`config.mk`:
```
export PLATFORM = sky130hd
export DESIGN_NAME = triangle_span_rasterizer
export DESIGN_NICKNAME = d
export VERILOG_FILES = /design/src/rtl/core/tsr_pkg.sv /design/src/rtl/core/tsr_mul.sv /design/src/rtl/core/tsr_ctrl.sv /design/src/rtl/core/triangle_span_rasterizer.sv
export SDC_FILE = /design/constraint.sdc
export NUM_CORES = 1
export LEC_CHECK = 0
export BUFFER_PORTS_ARGS = -buffer_cell sky130_fd_sc_hd__buf_4
export CORE_AREA = 8 8 288 290
export CTS_CLUSTER_SIZE = 28
export DETAILED_ROUTE_END_ITERATION = 7
export DIE_AREA = 0 0 296 298
export GPL_TIMING_DRIVEN = 0
export SETUP_SLACK_MARGIN = 0.05
export SLEW_MARGIN = 20
export SYNTH_ARGS = -nofsm -noshare
export SYNTH_HDL_FRONTEND = slang
export SYNTH_SLANG_ARGS = --single-unit
export TNS_END_PERCENT = 30
```
`constraint.sdc`:
```
create_clock -name clock -period 14.65 [get_ports clock]
set_clock_uncertainty 0.15 [all_clocks]
set_input_delay 0.7325 -clock clock [delete_from_list [all_inputs] [get_ports clock]]
set_output_delay 0.7325 -clock clock [all_outputs]
set_load 0.005 [all_outputs]
```
`src/rtl/core/tsr_pkg.sv`:
```
package tsr_pkg;

   // default coordinate width
   localparam int COORD_BITS_DEF = 10;

   localparam int COLOR_BITS     = 16;
   localparam int CSR_INDEX_BITS = 3;
   localparam int CSR_DATA_BITS  = 16;

   // products in the row setup: a column term and a row term for each edge
   localparam int MUL_STEPS = 6;

   typedef enum logic [CSR_INDEX_BITS-1:0] {
      REG_VERTEX_A_X = 3'd0,
      REG_VERTEX_A_Y = 3'd1,
      REG_VERTEX_B_X = 3'd2,
      REG_VERTEX_B_Y = 3'd3,
      REG_VERTEX_C_X = 3'd4,
      REG_VERTEX_C_Y = 3'd5,
      REG_FILL_COLOR = 3'd6
   } csr_reg_type;

   typedef enum logic [1:0] {
      ST_IDLE,
      ST_MUL,
      ST_SCAN,
      ST_DONE
   } ctrl_state_type;

   typedef struct packed {
      logic valid;
      logic found;
   } span_status_type;

endpackage

```
`src/rtl/core/tsr_mul.sv`:
```
module tsr_mul #(
   parameter int W = tsr_pkg::COORD_BITS_DEF + 1
) (
   input  logic                  clock,
   input  logic signed [W-1:0]   op_a,
   input  logic signed [W-1:0]   op_b,
   output logic signed [2*W-1:0] prod
);

   logic signed [2*W-1:0] prod_ff;
   logic signed [2*W-1:0] prod_in;

   assign prod_in = (2*W)'(op_a) * (2*W)'(op_b);
   assign prod    = prod_ff;

   always_ff @(posedge clock) begin
      prod_ff <= prod_in;
   end

endmodule

```
`src/rtl/core/tsr_ctrl.sv`:
```
module tsr_ctrl #(
   parameter int COORD_BITS = tsr_pkg::COORD_BITS_DEF
) (
   input  logic                         clock,
   input  logic                         reset,
   input  logic signed [COORD_BITS-1:0] ax,
   input  logic signed [COORD_BITS-1:0] ay,
   input  logic signed [COORD_BITS-1:0] bx,
   input  logic signed [COORD_BITS-1:0] by,
   input  logic signed [COORD_BITS-1:0] cx,
   input  logic signed [COORD_BITS-1:0] cy,
   input  logic                         start,
   input  logic signed [COORD_BITS-1:0] row_y,
   input  logic                         out_free,
   output logic                         idle,
   output tsr_pkg::span_status_type     status,
   output logic signed [COORD_BITS-1:0] span_row,
   output logic signed [COORD_BITS-1:0] span_start_x,
   output logic        [COORD_BITS:0]   span_width
);

   localparam int D = COORD_BITS + 1;
   localparam int P = 2 * D;
   localparam int E = P + 1;

   tsr_pkg::ctrl_state_type state_ff, state_in;

   logic [2:0]                  cnt_ff, cnt_in;
   logic signed [COORD_BITS-1:0] y_ff, y_in;
   logic signed [COORD_BITS-1:0] x_ff, x_in;
   logic signed [COORD_BITS-1:0] left_ff, left_in;
   logic signed [COORD_BITS-1:0] right_ff, right_in;
   logic                        found_ff, found_in;
   logic signed [E-1:0]         e_ff [3];
   logic signed [E-1:0]         e_in [3];

   logic signed [COORD_BITS-1:0] lo_x, hi_x, lo_y, hi_y;
   logic signed [D-1:0]          dy [3];
   logic signed [COORD_BITS-1:0] ux, uy, wx, wy;
   logic [1:0]                   sel;
   logic [2:0]                   cm1;
   logic [1:0]                   cap;
   logic signed [D-1:0]          op_a, op_b;
   logic signed [P-1:0]          prod;
   logic                         col_hit;
   logic [D-1:0]                 diff;

   // bounding box
   always_comb begin
      lo_x = ax;
      if (bx < lo_x) lo_x = bx;
      if (cx < lo_x) lo_x = cx;
      hi_x = ax;
      if (bx > hi_x) hi_x = bx;
      if (cx > hi_x) hi_x = cx;
      lo_y = ay;
      if (by < lo_y) lo_y = by;
      if (cy < lo_y) lo_y = cy;
      hi_y = ay;
      if (by > hi_y) hi_y = by;
      if (cy > hi_y) hi_y = cy;
   end

   // column step of each edge function, added as the scan moves along the row
   assign dy[0] = D'(ay) - D'(by);
   assign dy[1] = D'(by) - D'(cy);
   assign dy[2] = D'(cy) - D'(ay);

   // operand select for the shared multiplier
   assign sel = cnt_ff[2:1];

   always_comb begin
      case (sel)
         2'd0: begin
            ux = ax; uy = ay; wx = bx; wy = by;
         end
         2'd1: begin
            ux = bx; uy = by; wx = cx; wy = cy;
         end
         default: begin
            ux = cx; uy = cy; wx = ax; wy = ay;
         end
      endcase
      if (!cnt_ff[0]) begin
         op_a = D'(lo_x) - D'(wx);
         op_b = D'(uy) - D'(wy);
      end else begin
         op_a = D'(ux) - D'(wx);
         op_b = D'(y_ff) - D'(wy);
      end
   end

   tsr_mul #(.W(D)) u_mul (
      .clock (clock),
      .op_a  (op_a),
      .op_b  (op_b),
      .prod  (prod)
   );

   assign cm1 = cnt_ff - 3'd1;
   assign cap = cm1[2:1];

   assign col_hit = (e_ff[0][E-1] == e_ff[1][E-1]) && (e_ff[1][E-1] == e_ff[2][E-1]);

   always_comb begin
      state_in = state_ff;
      cnt_in   = cnt_ff;
      y_in     = y_ff;
      x_in     = x_ff;
      left_in  = left_ff;
      right_in = right_ff;
      found_in = found_ff;
      e_in     = e_ff;
      unique case (state_ff)
         tsr_pkg::ST_IDLE: begin
            if (start) begin
               y_in     = row_y;
               found_in = 1'b0;
               cnt_in   = 3'd0;
               if (row_y >= lo_y && row_y <= hi_y) begin
                  state_in = tsr_pkg::ST_MUL;
               end else begin
                  state_in = tsr_pkg::ST_DONE;
               end
            end
         end
         tsr_pkg::ST_MUL: begin
            // product of the previous step lands now
            if (cnt_ff != 3'd0) begin
               if (!cm1[0]) begin
                  e_in[cap] = E'(prod);
               end else begin
                  e_in[cap] = e_ff[cap] - E'(prod);
               end
            end
            if (cnt_ff == 3'(tsr_pkg::MUL_STEPS)) begin
               x_in     = lo_x;
               state_in = tsr_pkg::ST_SCAN;
            end else begin
               cnt_in = cnt_ff + 3'd1;
            end
         end
         tsr_pkg::ST_SCAN: begin
            if (col_hit) begin
               if (!found_ff) left_in = x_ff;
               right_in = x_ff;
               found_in = 1'b1;
            end
            if (x_ff == hi_x) begin
               state_in = tsr_pkg::ST_DONE;
            end else begin
               x_in = x_ff + COORD_BITS'(1);
               for (int k = 0; k < 3; k++) begin
                  e_in[k] = e_ff[k] + E'(dy[k]);
               end
            end
         end
         tsr_pkg::ST_DONE: begin
            if (out_free) state_in = tsr_pkg::ST_IDLE;
         end
         default: state_in = tsr_pkg::ST_IDLE;
      endcase
   end

   always_ff @(posedge clock) begin
      if (reset) begin
         state_ff <= tsr_pkg::ST_IDLE;
         found_ff <= 1'b0;
         cnt_ff   <= 3'd0;
      end else begin
         state_ff <= state_in;
         found_ff <= found_in;
         cnt_ff   <= cnt_in;
      end
      y_ff     <= y_in;
      x_ff     <= x_in;
      left_ff  <= left_in;
      right_ff <= right_in;
      e_ff     <= e_in;
   end

   assign diff = D'(right_ff) - D'(left_ff) + D'(1);

   assign idle         = (state_ff == tsr_pkg::ST_IDLE);
   assign status.valid = (state_ff == tsr_pkg::ST_DONE);
   assign status.found = found_ff;
   assign span_row     = y_ff;
   assign span_start_x = found_ff ? left_ff : '0;
   assign span_width   = found_ff ? diff : '0;

endmodule

```
`src/rtl/core/triangle_span_rasterizer.sv`:
```
// triangle span rasterizer, edge-function test per column
//
// csr channel: csr_valid/csr_ready with csr_index and csr_wdata; index 0..5 are the
//   vertex coordinates a.x a.y b.x b.y c.x c.y, index 6 is the fill color, other
//   indexes are dropped. csr_ready is always high; write only while the block is idle
// req channel: one beat names one row (row_y in req_tdata)
// rsp channel: one beat per request; tuser carries span_found, tdata carries row,
//   leftmost inside column, span width and color
// sequence: the row check is made as the beat is taken, then setup through the
//   shared multiplier (two products per edge), a scan over the bounding-box
//   columns and a load into the output register; a row outside the bounding box
//   goes straight to the output register load
// throughput: one row at a time, req_tready is high only between rows, so a new
//   row is taken only once the last one has left the scan and its result has
//   moved to the output register; the setup, the bounding-box scan and any stall at the output register set the rate
// reset: vertex and color registers clear to zero, no beat pending, ready for a row
//   at once
// stall: the result waits in the output register; the next row is taken and
//   scanned meanwhile, and its result holds inside until the register frees up
module triangle_span_rasterizer #(
   parameter int COORD_BITS = tsr_pkg::COORD_BITS_DEF,
   localparam int REQ_DATA_BITS = ((COORD_BITS + 7) / 8) * 8,
   localparam int RSP_DATA_BITS = ((3 * COORD_BITS + 1 + tsr_pkg::COLOR_BITS + 7) / 8) * 8
) (
   input  logic                               clock,
   input  logic                               reset,
   // config writes
   input  logic                               csr_valid,
   output logic                               csr_ready,
   input  logic [tsr_pkg::CSR_INDEX_BITS-1:0] csr_index,
   input  logic [tsr_pkg::CSR_DATA_BITS-1:0]  csr_wdata,
   // row requests
   input  logic                               req_tvalid,
   output logic                               req_tready,
   input  logic [REQ_DATA_BITS-1:0]           req_tdata,  // row_y
   // span results
   output logic                               rsp_tvalid,
   input  logic                               rsp_tready,
   output logic [RSP_DATA_BITS-1:0]           rsp_tdata,  // span_row, span_start_x,
                                                          // span_width, span_color
   output logic                               rsp_tuser   // span_found
);

   // vertex and color registers
   logic signed [COORD_BITS-1:0]      ax_ff, ay_ff, bx_ff, by_ff, cx_ff, cy_ff;
   logic [tsr_pkg::COLOR_BITS-1:0]    color_ff;
   logic signed [COORD_BITS-1:0]      coord_wr;

   // output register
   logic                              rsp_tvalid_ff, rsp_tvalid_in;
   logic [RSP_DATA_BITS-1:0]          rsp_tdata_ff, rsp_tdata_in;
   logic                              rsp_tuser_ff, rsp_tuser_in;

   logic                              idle;
   logic                              out_free;
   logic                              load;
   tsr_pkg::span_status_type          status;
   logic signed [COORD_BITS-1:0]      span_row, span_start_x;
   logic [COORD_BITS:0]               span_width;

   assign csr_ready = 1'b1;
   assign coord_wr  = csr_wdata[COORD_BITS-1:0];

   always_ff @(posedge clock) begin
      if (reset) begin
         ax_ff    <= '0;
         ay_ff    <= '0;
         bx_ff    <= '0;
         by_ff    <= '0;
         cx_ff    <= '0;
         cy_ff    <= '0;
         color_ff <= '0;
      end else if (csr_valid && csr_ready) begin
         unique case (csr_index)
            tsr_pkg::REG_VERTEX_A_X: ax_ff    <= coord_wr;
            tsr_pkg::REG_VERTEX_A_Y: ay_ff    <= coord_wr;
            tsr_pkg::REG_VERTEX_B_X: bx_ff    <= coord_wr;
            tsr_pkg::REG_VERTEX_B_Y: by_ff    <= coord_wr;
            tsr_pkg::REG_VERTEX_C_X: cx_ff    <= coord_wr;
            tsr_pkg::REG_VERTEX_C_Y: cy_ff    <= coord_wr;
            tsr_pkg::REG_FILL_COLOR: color_ff <= csr_wdata[tsr_pkg::COLOR_BITS-1:0];
            default: ;  // unknown index, write dropped
         endcase
      end
   end

   assign req_tready = idle;

   tsr_ctrl #(.COORD_BITS(COORD_BITS)) u_ctrl (
      .clock        (clock),
      .reset        (reset),
      .ax           (ax_ff),
      .ay           (ay_ff),
      .bx           (bx_ff),
      .by           (by_ff),
      .cx           (cx_ff),
      .cy           (cy_ff),
      .start        (req_tvalid && req_tready),
      .row_y        (req_tdata[COORD_BITS-1:0]),
      .out_free     (out_free),
      .idle         (idle),
      .status       (status),
      .span_row     (span_row),
      .span_start_x (span_start_x),
      .span_width   (span_width)
   );

   // output register frees up when empty or when its beat is taken this cycle
   assign out_free = !rsp_tvalid_ff || rsp_tready;
   assign load     = status.valid && out_free;

   always_comb begin
      rsp_tvalid_in = rsp_tvalid_ff;
      rsp_tdata_in  = rsp_tdata_ff;
      rsp_tuser_in  = rsp_tuser_ff;
      if (load) begin
         rsp_tvalid_in = 1'b1;
         rsp_tuser_in  = status.found;
         rsp_tdata_in  = RSP_DATA_BITS'({color_ff, span_width, span_start_x, span_row});
      end else if (rsp_tready) begin
         rsp_tvalid_in = 1'b0;
      end
   end

   always_ff @(posedge clock) begin
      if (reset) begin
         rsp_tvalid_ff <= 1'b0;
      end else begin
         rsp_tvalid_ff <= rsp_tvalid_in;
      end
      rsp_tdata_ff <= rsp_tdata_in;
      rsp_tuser_ff <= rsp_tuser_in;
   end

   assign rsp_tvalid = rsp_tvalid_ff;
   assign rsp_tdata  = rsp_tdata_ff;
   assign rsp_tuser  = rsp_tuser_ff;

endmodule

```
==> reports/summary.log, run 1 <==
[grt] met2 track demand over resource in global routing 0.305
[logic_synthesis] number of enable flip-flop cells after synthesis 157
[floorplanning] overall die area 88200 sq um
[critical_path] required time at the endpoint of the critical path 15.00 ns
[timing] unrepaired setup endpoints after global routing no
[run] number of max-cap violations 0
[floorplanning] Die W 296 um
[place] detailed placer's ending HPWL 67500 um
[final_layout] area added between synthesis and finish 11.5%
[timing] max-slew violation total from the final report 0
[worst_hold_path] worst hold path type in -> reg
[place] count of input and output buffers 81
[logic_synthesis] post-synth net total 3658
[clocking] TritonCTS clock tree built
[critical_path] endpoint kind of the worst setup timing path register
[route] antenna viol nets, final 0
[grt] GR Util met1 0.264
[critical_path] CP max stage delay 0.63 ns
[timing] aggregate negative setup slack 0 ns
[clocking] number of hold-repair buffers added at the cts stage 0
[logic_synthesis] Seq/Total Area, Yosys 0.251
[logic_synthesis] post-synthesis register bit count 262
[critical_path] arrival time worst endpoint 12.99 ns
[route] Post-route DRC 0
[clocking] post-CTS setup-driven buffer insertion count 0
[critical_path] launching element of the worst setup path ax_ff[3]
[grt] overall global routing resource usage 0.187
[grt] largest net degree at the start of global routing 26
[logic_synthesis] synthesized netlist cell count 3165
[timing] Slew headroom 0.267
[route] total wirelength of the detailed-routed design 85700 um
[logic_synthesis] leading area contributor after synthesis edfxtp_1
[final_layout] area occupied by multi-input gates 18200 sq um
[timing] final clock period utilization by the worst path 0.863
[route] ratio of routed vias to standard cells 5.30
[critical_path] worst-path fanout max 10
[route] Detailed Routing Iterations Pass 1 5
[logic_synthesis] Cell variety after synth 85
[timing] shortest period the worst path allows 12.64 ns
[grt] total global routing overflow 0
[critical_path] Reg2Reg Launch Point ax_ff[3]
[clocking] CTS buffer count 30
[logic_synthesis] largest cells by area after synthesis edfxtp_1, fa_1, ha_1
[clocking] number of buffers on the longest clock path 3
[status] run status completed
[timing] worst-margin pin slew 1.08 ns
[clocking] CTS-repair resized insts 0
[logic_synthesis] Synth async-reset ratio 0
[logic_synthesis] synthesis warning total 0
[floorplanning] starting density of the core 0.346
[grt] GR Util met3 0.0216
[timing] final hold viol count 0
[clocking] cell chosen for the clock root clkbuf_16
[critical_path] startpoint types register
[final_layout] antenna cell count 0
[floorplanning] Core Box Area 78400 sq um
[grt] vias in the first global route 22000
[floorplanning] standard-cell rows 103
[timing] setup violators final 0
[final_layout] share of post-route cells with drive strength above 1 0.0640
[clocking] maximum level of the CTS H-tree 1
[logic_synthesis] most frequent cells after synthesis inv_1, nand2_1, ha_1
[critical_path] Worst Setup Path Type reg -> reg
[route] DRC violation total after the first TritonRoute iteration 2311
[clocking] clk sink count 262
[logic_synthesis] dominant cell by count in the synthesized netlist inv_1
[final_layout] Final nets 3779
[clocking] worst skew pair latency 0.59 ns
[place] weighted congestion reported at the end of routability-driven placement 0.930
[critical_path] CP max stage cell o41ai_1
[grt] initial antenna violation count 0
[logic_synthesis] Synth top area share 0.174
[floorplanning] Die H 298 um
[logic_synthesis] Netlist Area Pre-Place 27100 sq um
[logic_synthesis] most common flop cell mapped by yosys edfxtp_1
[route] per-cell routed wire length 19.7 um
[timing] max frequency 79.1 MHz
[logic_synthesis] post-synthesis average cell area 8.58 sq um
[clocking] Clock Pin Slew Worst Setup and Hold Paths 0.07 ns
[final_layout] Seq. cell area 6820 sq um
[grt] global-route wire length before repair 130000 um
[worst_hold_path] startpoint of the lowest-slack hold path req_tdata[0]
[floorplanning] top-level port count 92
[grt] most used routing layer in global routing met2
[route] Via Count 23100
[final_layout] Filler Cell Count 8075
==> logic make-up (layout without fill, tap and decap cells) <==
family,count (synthesis),in the layout,share of synthesized area
AOI/OAI and AO/OA,710,710,0.168
DFF,262,262,0.251
buffers and inverters,581,726,0.0819
muxes,91,91,0.0348
adders and majority gates,453,453,0.258
and+or+nand+nor,909,909,0.153
xor gates and xnor gates,157,157,0.0534
other,2,2,0.000277
==> final timing paths <==
| kind | slack [ns] | endpoint | cells past startpoint |
|---|---|---|---|
| min | 0.20 | u_ctrl.span_row[0] | 1 |
| max reg2reg | 2.01 | u_ctrl.u_mul.prod[21] | 46 |
| max | 2.01 | u_ctrl.u_mul.prod[21] | 46 |
| min reg2reg | 0.28 | rsp_tdata[32] | 0 |
==> cell usage in the layout, fill, tap and decap left out, types with 66 or more instances in the layout <==
| cell | Yosys | routed |
|---|---|---|
| dfxtp_1 | 105 | 102 |
| fa_1 | 177 | 177 |
| inv_1 | 469 | 468 |
| edfxtp_1 | 157 | 157 |
| buf_4 | 5 | 86 |
| clkbuf_1 | 92 | 98 |
| nand2_1 | 340 | 340 |
| o21ai_0 | 146 | 146 |
| a21oi_1 | 229 | 228 |
| ha_1 | 276 | 276 |
| xnor2_1 | 107 | 107 |
| nor2_1 | 245 | 245 |
| mux2i_1 | 66 | 66 |
==> area by class of cell <==
cell class | instances | area share
Buffer | 111 | 0.0152
Clock buffer | 41 | 0.0282
Clock inverter | 15 | 0.00364
Inverter | 470 | 0.0583
Multi-Input combinational cell | 2322 | 0.600
Sequential cell | 262 | 0.225
Tap cell | 1050 | 0.0434
Timing Repair Buffer | 89 | 0.0255
==> flip-flops by register name (all words and copies together), names as in the netlist, 16 cells and up <==
signal,flops
color_ff,16
rsp_tdata,47
u_ctrl.e_ff,69
u_ctrl.u_mul.prod,22
==> per-layer routing <==
| metal | share of wire | vias to the layer above |
|---|---|---|
| li1 | - | 11000 |
| met1 | 0.44 | 11100 |
| met2 | 0.46 | 867 |
| met3 | 0.075 | 147 |
| met4 | 0.024 | 0 |
| met5 | 0 | - |
==> through the flow <==
stage                util  setup slack (ns)  hold slack (ns)  instances  cell area [sq um]
global placement    0.371              2.14            0.262       4296              29100
CTS                 0.386              2.04            0.172       4360              30200
global route        0.386              1.05            0.177       4360              30300
floorplan               -              3.97            0.258       3165              27100
detailed placement  0.374              2.10            0.266       4304              29300
finish              0.386              2.01            0.202       4360              30300
==> critical path, delay by kind of cell, from the launching register on <==
kind | cells | cell delay [ns]
xor+xnor | 3 | 1.08
compound gates | 21 | 5.09
buf+inv | 8 | 1.05
fa+ha+maj | 10 | 4.11
simple gates | 4 | 0.56
flops | 1 | 0.50
Power of run 1 is not shown: default switching activity piles up to over one toggle a cycle in this logic, so the estimate is an artifact.
==> run 2: changes to the inputs <==
- PLACE_DENSITY: default -> 0.61
==> run 2 against run 1 <==
Against the previous run: clock-buffer cell count is 7 higher; register-to-register slack worse by 0.14 ns; maximum frequency is 1.1% lower; die area stayed put; critical path depth stayed put; setup slack worse by 0.14 ns; hold slack worse by 0.0026 ns; critical endpoint unchanged.
==> reports/summary.log, run 2 (synthesis results as in run 1) <==
[final_layout] commonest non-fill, non-tap cell in the layout inv_1
[status] run status completed
[route] antenna viol nets, final 0
[final_layout] area added between synthesis and finish 11.8%
[grt] global-route wire length before repair 130000 um
[place] weighted congestion reported at the end of routability-driven placement 0.938
[clocking] number of buffers on the longest clock path 3
[final_layout] Largest register FFs 69
[critical_path] CP max stage cell o41ai_1
[floorplanning] Die W 296 um
[floorplanning] overall die area 88200 sq um
[place] Worst Setup Slack post-DPL 1.99 ns
[clocking] post-CTS setup-driven buffer insertion count 0
[clocking] cell chosen for the clock root clkbuf_16
[timing] worst-margin pin slew 1.14 ns
[critical_path] CP max stage delay 0.63 ns
[place] count of input and output buffers 81
[route] per-cell routed wire length 19.5 um
[grt] initial antenna violation count 1
[timing] aggregate negative setup slack 0 ns
[timing] unrepaired setup endpoints after global routing no
[run] number of max-cap violations 0
[timing] final clock period utilization by the worst path 0.872
[route] Via Count 23100
[timing] Slew headroom 0.236
[timing] setup violators final 0
[critical_path] flop2flop setup slack 1.87 ns
[grt] vias in the first global route 22200
[route] total wirelength of the detailed-routed design 85100 um
[floorplanning] Core Box Area 78400 sq um
[critical_path] worst-path fanout max 10
[clocking] TritonCTS clock tree built
[floorplanning] starting density of the core 0.346
[clocking] Clock Pin Slew Worst Setup and Hold Paths 0.06 ns
[final_layout] Finished Layout Cells 4361
[grt] overall global routing resource usage 0.186
[timing] max frequency 78.2 MHz
[timing] final hold viol count 0
[route] ratio of routed vias to standard cells 5.29
[clocking] maximum level of the CTS H-tree 1
[critical_path] Worst Setup Path Type reg -> reg
[worst_hold_path] WHS Path Cells 1
[grt] largest net degree at the start of global routing 24
[critical_path] Register-to-Register Path Depth 46
[clocking] CTS buffer count 30
[route] DRC violation total after the first TritonRoute iteration 2160
[clocking] clk sink count 262
[critical_path] required time at the endpoint of the critical path 14.99 ns
[timing] crit path setup slack, layout 1.87 ns
[floorplanning] Die H 298 um
[critical_path] endpoint kind of the worst setup timing path register
[clocking] CTS-repair resized insts 0
[timing] shortest period the worst path allows 12.78 ns
[worst_hold_path] worst hold path type in -> reg
[floorplanning] standard-cell rows 103
[critical_path] startpoint types register
[clocking] worst skew pair latency 0.59 ns
[final_layout] Final nets 3779
[route] Detailed Routing Iterations Pass 1 6
[clocking] number of hold-repair buffers added at the cts stage 0
[final_layout] commonest non-fill, non-tap cells in the layout inv_1, nand2_1, ha_1, nor2_1, a21oi_1
[critical_path] arrival time worst endpoint 13.13 ns
[place] detailed placer's ending HPWL 66900 um
[floorplanning] top-level port count 92
[place] Placed Cells 4304
[final_layout] Largest Register u_ctrl.e_ff
[grt] total global routing overflow 0
[timing] max-slew violation total from the final report 0
[final_layout] share of post-route cells with drive strength above 1 0.0647
[route] Post-route DRC 0
## run 2: layout make-up
class	instances	area, sq um
clock buffer	48	958
clock inverter	8	88.8
tap	1050	1310
sequential	262	6820
fill	8001	48000
antenna	1	2.50
multi-input combinational	2322	18200
timing repair buffer	89	786
buffer	111	459
inverter	470	1760
## run 2: critical path, delay by kind of cell, from the launching register on
family / cells / cell delay, ns
DFF: 1 / 0.51
adders and majority gates: 10 / 4.12
and+or+nand+nor: 4 / 0.62
AOI/OAI and AO/OA: 21 / 5.19
buffers and inverters: 8 / 1.04
xor gates and xnor gates: 3 / 1.08
## run 2: layer usage
| metal | vias up | global-route usage | wire (um) |
|---|---|---|---|
| li1 | 11000 | - | - |
| met1 | 11100 | 0.262 | 37600 |
| met2 | 810 | 0.303 | 39200 |
| met3 | 163 | 0.0150 | 5650 |
| met4 | 0 | 0.0569 | 2640 |
| met5 | - | 0 | 0 |
## run 2: per-stage QoR
| stage | area, sq um | hold slack, ns | util |
|---|---|---|---|
| after floorplan | 27100 | 0.258 | - |
| after global placement | 29100 | 0.261 | 0.371 |
| after detailed placement | 29300 | 0.265 | 0.374 |
| after CTS | 30300 | 0.168 | 0.387 |
| after global routing | 30400 | 0.182 | 0.387 |
| final | 30400 | 0.199 | 0.387 |
## run 2: final timing paths
path,from,end
min reg2reg,color_ff[1],rsp_tdata[32]
max reg2reg,ax_ff[3],u_ctrl.u_mul.prod[21]
max,ax_ff[3],u_ctrl.u_mul.prod[21]
min,req_tdata[7],u_ctrl.span_row[7]
Power of run 2 is left out for the same reason.
